$ cat src/pn3d_pkg.sv
`timescale 1ns / 1ps
package pn3d_pkg;

    localparam int TABLE_ENTRIES = 256;
    localparam int TBL_AW        = 8;
    localparam int CFG_IDX_W     = 3;
    localparam int CFG_DW        = 48;

    localparam logic [CFG_IDX_W-1:0] CFG_OFF_X   = 3'd0;
    localparam logic [CFG_IDX_W-1:0] CFG_OFF_Y   = 3'd1;
    localparam logic [CFG_IDX_W-1:0] CFG_OFF_Z   = 3'd2;
    localparam logic [CFG_IDX_W-1:0] CFG_SCALE_X = 3'd3;
    localparam logic [CFG_IDX_W-1:0] CFG_SCALE_Y = 3'd4;
    localparam logic [CFG_IDX_W-1:0] CFG_SCALE_Z = 3'd5;
    localparam logic [CFG_IDX_W-1:0] CFG_INV_AMP = 3'd6;

    localparam logic OP_LOAD   = 1'b0;
    localparam logic OP_SAMPLE = 1'b1;

    // Operation issued to the shared multiplier.
    typedef enum logic [3:0] {
        MK_NONE   = 4'd0,
        MK_COORD  = 4'd1,
        MK_FA     = 4'd2,
        MK_FB     = 4'd3,
        MK_FC     = 4'd4,
        MK_FD     = 4'd5,
        MK_CORNER = 4'd6,
        MK_YLERP  = 4'd7,
        MK_ZLERP  = 4'd8,
        MK_AMP    = 4'd9
    } t_mul_kind;

    typedef struct packed {
        logic      load;
        logic      tbl_we;
        t_mul_kind mul;
        logic [1:0] idx;
        logic      tbl_rd;
        logic [3:0] tstep;
        logic      cache_upd;
        logic      out_load;
    } t_dp_cmd;

    typedef struct packed {
        logic miss;
        logic out_full;
    } t_dp_status;

endpackage

$ cat src/pn3d_ctrl.sv
`timescale 1ns / 1ps
module pn3d_ctrl (
    input  logic                 i_clk,
    input  logic                 i_rst_n,
    input  logic                 i_valid,
    input  logic                 i_op,
    output logic                 o_ready,
    input  pn3d_pkg::t_dp_status i_status,
    output pn3d_pkg::t_dp_cmd    o_cmd
);
    import pn3d_pkg::*;

    typedef enum logic [13:0] {
        ST_IDLE = 14'h0001,
        ST_CRD  = 14'h0002,
        ST_FA   = 14'h0004,
        ST_FB   = 14'h0008,
        ST_FC   = 14'h0010,
        ST_FD   = 14'h0020,
        ST_HIT  = 14'h0040,
        ST_TBL  = 14'h0080,
        ST_CRN  = 14'h0100,
        ST_YL   = 14'h0200,
        ST_ZL   = 14'h0400,
        ST_ZW   = 14'h0800,
        ST_AMP  = 14'h1000,
        ST_FIN  = 14'h2000
    } t_state;

    t_state     r_state, n_state;
    logic [3:0] r_cnt, n_cnt;
    logic       accept;

    assign o_ready = (r_state == ST_IDLE) & i_rst_n;
    assign accept  = i_valid & o_ready;

    always_comb begin
        n_state       = r_state;
        n_cnt         = r_cnt;
        o_cmd         = '0;
        o_cmd.mul     = MK_NONE;
        o_cmd.idx     = r_cnt[1:0];
        o_cmd.tstep   = r_cnt;
        case (r_state)
            ST_IDLE: begin
                o_cmd.load   = accept & (i_op == OP_SAMPLE);
                o_cmd.tbl_we = accept & (i_op == OP_LOAD);
                n_cnt        = 4'd0;
                if (accept && i_op == OP_SAMPLE) begin
                    n_state = ST_CRD;
                end
            end
            ST_CRD, ST_FA, ST_FB, ST_FC, ST_FD: begin
                case (r_state)
                    ST_CRD:  o_cmd.mul = MK_COORD;
                    ST_FA:   o_cmd.mul = MK_FA;
                    ST_FB:   o_cmd.mul = MK_FB;
                    ST_FC:   o_cmd.mul = MK_FC;
                    default: o_cmd.mul = MK_FD;
                endcase
                if (r_cnt == 4'd2) begin
                    n_cnt = 4'd0;
                    case (r_state)
                        ST_CRD:  n_state = ST_FA;
                        ST_FA:   n_state = ST_FB;
                        ST_FB:   n_state = ST_FC;
                        ST_FC:   n_state = ST_FD;
                        default: n_state = ST_HIT;
                    endcase
                end else begin
                    n_cnt = r_cnt + 4'd1;
                end
            end
            ST_HIT: begin
                n_cnt   = 4'd0;
                n_state = i_status.miss ? ST_TBL : ST_YL;
            end
            ST_TBL: begin
                o_cmd.tbl_rd = 1'b1;
                if (r_cnt == 4'd13) begin
                    n_cnt   = 4'd0;
                    n_state = ST_CRN;
                end else begin
                    n_cnt = r_cnt + 4'd1;
                end
            end
            ST_CRN: begin
                o_cmd.mul       = MK_CORNER;
                o_cmd.cache_upd = (r_cnt == 4'd0);
                if (r_cnt == 4'd3) begin
                    n_cnt   = 4'd0;
                    n_state = ST_YL;
                end else begin
                    n_cnt = r_cnt + 4'd1;
                end
            end
            ST_YL: begin
                // The last count is a bubble so the second row lands before use.
                o_cmd.mul = (r_cnt == 4'd2) ? MK_NONE : MK_YLERP;
                if (r_cnt == 4'd2) begin
                    n_cnt   = 4'd0;
                    n_state = ST_ZL;
                end else begin
                    n_cnt = r_cnt + 4'd1;
                end
            end
            ST_ZL: begin
                o_cmd.mul = MK_ZLERP;
                n_state   = ST_ZW;
            end
            ST_ZW: begin
                n_state = ST_AMP;
            end
            ST_AMP: begin
                o_cmd.mul = MK_AMP;
                n_state   = ST_FIN;
            end
            ST_FIN: begin
                if (!i_status.out_full) begin
                    o_cmd.out_load = 1'b1;
                    n_state        = ST_IDLE;
                end
            end
            default: begin
                n_state = ST_IDLE;
                n_cnt   = 4'd0;
            end
        endcase
    end

    always_ff @(posedge i_clk) begin
        if (!i_rst_n) begin
            r_state <= ST_IDLE;
            r_cnt   <= 4'd0;
        end else begin
            r_state <= n_state;
            r_cnt   <= n_cnt;
        end
    end

endmodule

$ cat config.mk
export PLATFORM = sky130hd
export DESIGN_NAME = pn3d_ctrl
export DESIGN_NICKNAME = d
export VERILOG_FILES = /design/src/pn3d_pkg.sv /design/src/pn3d_ctrl.sv
export SDC_FILE = /design/constraint.sdc
export NUM_CORES = 1
export LEC_CHECK = 0
export BUFFER_PORTS_ARGS = -buffer_cell sky130_fd_sc_hd__buf_2
export CAP_MARGIN = 25
export CORE_ASPECT_RATIO = 0.6
export CORE_MARGIN = 3
export CORE_UTILIZATION = 38
export CTS_BUF_LIST = sky130_fd_sc_hd__clkbuf_4 sky130_fd_sc_hd__clkbuf_8 sky130_fd_sc_hd__clkbuf_16
export DETAILED_ROUTE_END_ITERATION = 12
export PLACE_DENSITY = 0.56
export SETUP_SLACK_MARGIN = 0.5
export SYNTH_ARGS = -nofsm -noshare
export SYNTH_HDL_FRONTEND = slang
export SYNTH_SLANG_ARGS = --single-unit
$ cat constraint.sdc
create_clock -name i_clk -period 3.7 [get_ports i_clk]
set_input_delay 0.37 -clock i_clk [delete_from_list [all_inputs] [get_ports i_clk]]
set_output_delay 0.37 -clock i_clk [all_outputs]
set_load 0.01 [all_outputs]
Yosys cells after proc, flatten, opt, wreduce, memory -nomap -nowiden
Index checks and enable logic that the tools add are counted.
- output and inout bits: 16
- input port bits: 6
- bits in registers: 18
- equality and inequality tests: 23
- multiplexer cells: 21
- reduce and logical (&&, ||, !) cells: 6
- bitwise operators: 5
- add/subtract/negate cells: 1
- operator list (cell ; count):
    $pmux W14 S10 ; 1
    $mux W14 ; 6
    $pmux W7 S4 ; 1
    $pmux W4 S5 ; 1
    $pmux W4 S4 ; 1
    $eq A14 B1 Y1 const B ; 1
    $eq A14 B10 Y1 const B ; 1
    $eq A14 B11 Y1 const B ; 1
    $eq A14 B12 Y1 const B ; 1
    $eq A14 B13 Y1 const B ; 1
    $eq A14 B14 Y1 const B ; 1
    $eq A14 B2 Y1 const B ; 1
    $eq A14 B3 Y1 const B ; 1
    $eq A14 B4 Y1 const B ; 1
    $eq A14 B5 Y1 const B ; 1
    $eq A14 B6 Y1 const B ; 1
    $eq A14 B7 Y1 const B ; 1
    $eq A14 B8 Y1 const B ; 1
    $eq A14 B9 Y1 const B ; 1
    $mux W4 ; 3
    $pmux W3 S4 ; 1
    $mux W10 ; 1
    $ne A2 B2 Y1 const B ; 5
    $eq A4 B2 Y1 const B ; 2
    14 further kinds ; 20

Longest topological paths before layout
- depth after elaboration: 6
- gate-level depth with buffers: 7
- gate-level depth less buffers: 7

Worst setup path before layout
No wires, ideal clock.
- path kind: register to output
- start point: register r_state[4]
- end point: output o_cmd[13] in the netlist's numbering
- buffers on the path: 1
- stages on the path, launching flop included: 7
- arrival time: 2082 ps
- path slack: 1248 ps
- required time: 3330 ps
- path through: dfxtp_1 > buf_6 > or4_4 > or4_4 > nor2_1 > nand2_1 > nor3b_1
- RTL lines (item ; RTL line ; RTL):
    start: declaration ; pn3d_ctrl.sv:30 ; t_state r_state, n_state;
    start signal: assignment ; pn3d_ctrl.sv:136 ; r_state <= n_state;
    end: declaration ; pn3d_ctrl.sv:9 ; output pn3d_pkg::t_dp_cmd o_cmd

==> flow_metrics.env <==
export IMPL_run_status="complete, no violations"
export IMPL_timing_final_max_slew_violations=0
export IMPL_routed_wire_length_per_instance_um=16.8
export IMPL_synthesized_area_per_cell_um2=7.67
export IMPL_fmax_ghz=0.346
export IMPL_final_period_utilization_pct=78.2
export IMPL_totalNegativeSetupSlack_ns=0
export IMPL_cts_max_path_buffers=2
export IMPL_cts_tree="done"
export IMPL_timing_critical_path_slowest_cell_delay_ns=0.58
export IMPL_wire_length_of_the_first_global_routing_pass_um=6410
export IMPL_syn_inst=185
export IMPL_power_ir_vdd_worst_mv=0.119
export IMPL_grt_usage_pct=18.9
export IMPL_ys_warn_count=0
export IMPL_synth_edff_count=0
export IMPL_die_area_mm2=0.00453
export IMPL_drive_above_1_share_pct=20.2
export IMPL_cts_hold_repair_buffers=0
export IMPL_htreeDepth=1
export IMPL_critical_path_top_delay_family="simple AND/OR/NAND/NOR gates"
export IMPL_timing_critical_path_buf_inv=1
export IMPL_drc_errors=0
export IMPL_maximum_number_of_pins_on_one_net_before_global_route_repair=12
export IMPL_num_io_pins=22
export IMPL_max_slew_margin_pct=44.7
export IMPL_global_route_overflow_total=0
export IMPL_floorplan_initialDensity_pct=41.4
export IMPL_core_area_mm2=0.00342
export IMPL_netlist_cell_type_count=49
export IMPL_final_hold_violation_count=0
export IMPL_cts_sinks=18
export IMPL_cts_reportedPaths_clkPinSlew_ns=0.08
export IMPL_globalplace_congestion=0.963
export IMPL_synth_fp_nets=195
export IMPL_netlist_top_cells_area="dfxtp_1 25%, o21ai_0 4.6%, nor2_1 4.0%"
export IMPL_worst_slew_pin_slew_ns=0.808
export IMPL_cts_repair_timing_setup_buffer_count=0
export IMPL_worst_skew_pair_late_latency_ns=0.27
export IMPL_die_y_um=53.3
export IMPL_multi_input_comb_area_um2=933
export IMPL_r2r_setup_slack_ns=1.14
export IMPL_ys_ff_latch=18
export IMPL_postCtsResizedCells=0
export IMPL_drt_iter0_markers=247
export IMPL_rows=16
export IMPL_ys_flop_type="dfxtp_1"
export IMPL_hpwl_um=3170
export IMPL_routed_via_density=6.14
export IMPL_synth_async_reset_ratio_pct=0
export IMPL_cp_slowest_cell="or4_4"
export IMPL_crit_required_ns=3.33
export IMPL_cp_cell_sequence="or4_4 > or4_4 > nor2_1 > nand2_1 > nor3b_1 > buf_2"
export IMPL_finalCoreUtilization_pct=45.7
export IMPL_placedInstanceArea_mm2=0.00151
export IMPL_timing_max_cap_violations=0
export IMPL_cellPowerDensity_mw_per_mm2=287
export IMPL_timing_final_setup_violations=0
export IMPL_post_place_cells=239
export IMPL_antenna_diode_count=0
export IMPL_min_from="i_valid"
export IMPL_vias=1492
export IMPL_cpMostUsedCell="or4_4"
export IMPL_die_w_um=84.9
export IMPL_timing_setup_critical_path_class="reg -> out"
export IMPL_clock_root_buffer="clkbuf_8"
export IMPL_top_count_cell_post_synth="dfxtp_1"
export IMPL_cts_buffers_inserted=3
export IMPL_clock_skew_ns=0.00592
export IMPL_vias_in_the_first_global_route=1209
export IMPL_r2r_end="r_state[10]"
export IMPL_worst_r2r_startpoint="r_cnt[0]"
export IMPL_syn_area_mm2=0.00142
export IMPL_finalWirelength_um=4090
export IMPL_grt_setup_unrepaired="false"
export IMPL_stdcell_count=243
export IMPL_reg2regPathDepth=7
export IMPL_post_synth_top_area_cell="dfxtp_1"
export IMPL_timing_hold_worst_endpoint="r_state[1]"
export IMPL_setup_worst_path_end_class="output port"
export IMPL_synthDominantCellAreaShare_pct=25.4
export IMPL_static_leakage_power_uw=0.000590
export IMPL_fillers=354
export IMPL_route_antenna_remaining_nets=0
export IMPL_postLayoutCellArea_mm2=0.00156
export IMPL_post_synth_most_frequent_cells="18 x dfxtp_1, 15 x nor2_1, 13 x o21ai_0, 11 x inv_1, 10 x nor3_1"
export IMPL_io_buffer_count=21
export IMPL_timing_hold_worst_class="in -> reg"
export IMPL_layout_min_cycle_time_ns=2.89
export IMPL_final_net_count=209
export IMPL_critPathArrivalTime_ns=2.52
export IMPL_syn_to_final_growth_pct=10.1
export IMPL_yosysSeqAreaShare_pct=25.4
export IMPL_worst_hold_path_num_cells=3
export IMPL_grt_antenna_before_repair=0
export IMPL_final_seq_area_um2=360
export IMPL_crit_path_start_kind="register"
export IMPL_crit_path_max_fanout=10
export IMPL_number_of_iterations_in_the_first_detailed_routing_pass=4
[cell usage in the layout (no fill, tap or decap), types with 2 or more instances in the layout]
cell type  netlist  routed
or3b_2           3       3
nor3b_1          3       3
nor2b_1          3       3
a21oi_1          8       8
ha_1             4       4
nor4_1           9       9
or4_4            3       3
o21a_1           4       4
a31oi_1          2       2
o31ai_1          5       5
nor3_1          10      10
or4b_2           2       2
dfxtp_1         18      18
xor2_1           2       2
nand2_1          9       9
nand2b_1         3       3
inv_1           11      11
buf_2            4      21
o21ai_0         13      13
nor2_1          15      15
or2_2            2       2
xnor2_1          3       3
o22ai_1          2       2
or4_1            3       3
a2111oi_0        2       2
nand3_1          9       9
nand4_1          6       6
clkbuf_8         0       4
[routing by layer]
metal  part of all wire (%)  vias to the layer above  track usage, %
met5                      0                        -               0
met4                   0.71                        0            5.53
met3                    9.2                        5            5.29
met2                     39                       73            23.9
met1                     52                      689            29.3
li1                       -                      725               -
[how the worst max path moves through the flow]
stage,from,end,slack [ns],cells past startpoint
6_report,r_state[4],o_cmd[13],0.81,6
5_1_grt,r_state[4],o_cmd[13],0.69,6
4_1_cts,r_state[4],o_cmd[13],0.83,6
3_5_place_dp,r_state[4],o_cmd[13],1.13,6
3_3_place_gp,r_cnt[0],r_state[10],1.13,7
2_1_floorplan,r_state[4],o_cmd[13],1.25,6
[where the power goes]
part,internal [uW],switching (uW)
Sequential,196,4.81
Clock,94.9,76.1
Combinational,27.8,48.9
Total,319,130
[worst reg2reg max path, delay by kind of cell (launching register included)]
kind	cells	cell delay, ns
AOI/OAI and AO/OA	2	0.61
DFF	1	0.37
adders and majority gates	1	0.18
and+or+nand+nor	3	1.15
buffers and inverters	1	0.12
[cell families (layout without fill, tap and decap cells)]
group	count (synthesis)	in the layout	share of synthesized area [%]
xor+xnor	5	5	3.09
flops	18	18	25.4
buf+inv	25	38	8.82
simple gates	84	84	34.1
compound gates	49	49	25.0
fa+ha+maj	4	4	3.53
[flip-flops by register name, indices dropped and copies added (netlist names)]
signal,cells
r_cnt,4
r_state,14
[area by class of cell]
| type | instances | area share [%] |
|---|---|---|
| tap | 45 | 3.60 |
| clock buffer | 4 | 3.52 |
| multi-input combinational | 142 | 59.7 |
| timing repair buffer | 22 | 7.21 |
| sequential | 18 | 23.1 |
| inverter | 12 | 2.88 |
[per-stage QoR]
step | hold slack [ns] | worst slack [ns] | total power (uW)
floorplan | 0.513 | 1.25 | 261
CTS | 0.398 | 0.827 | 449
global route | 0.392 | 0.689 | 470
finish | 0.393 | 0.808 | 449
global placement | 0.529 | 1.13 | 283
detailed placement | 0.541 | 1.13 | 281
(Power assumes the default switching activity.)
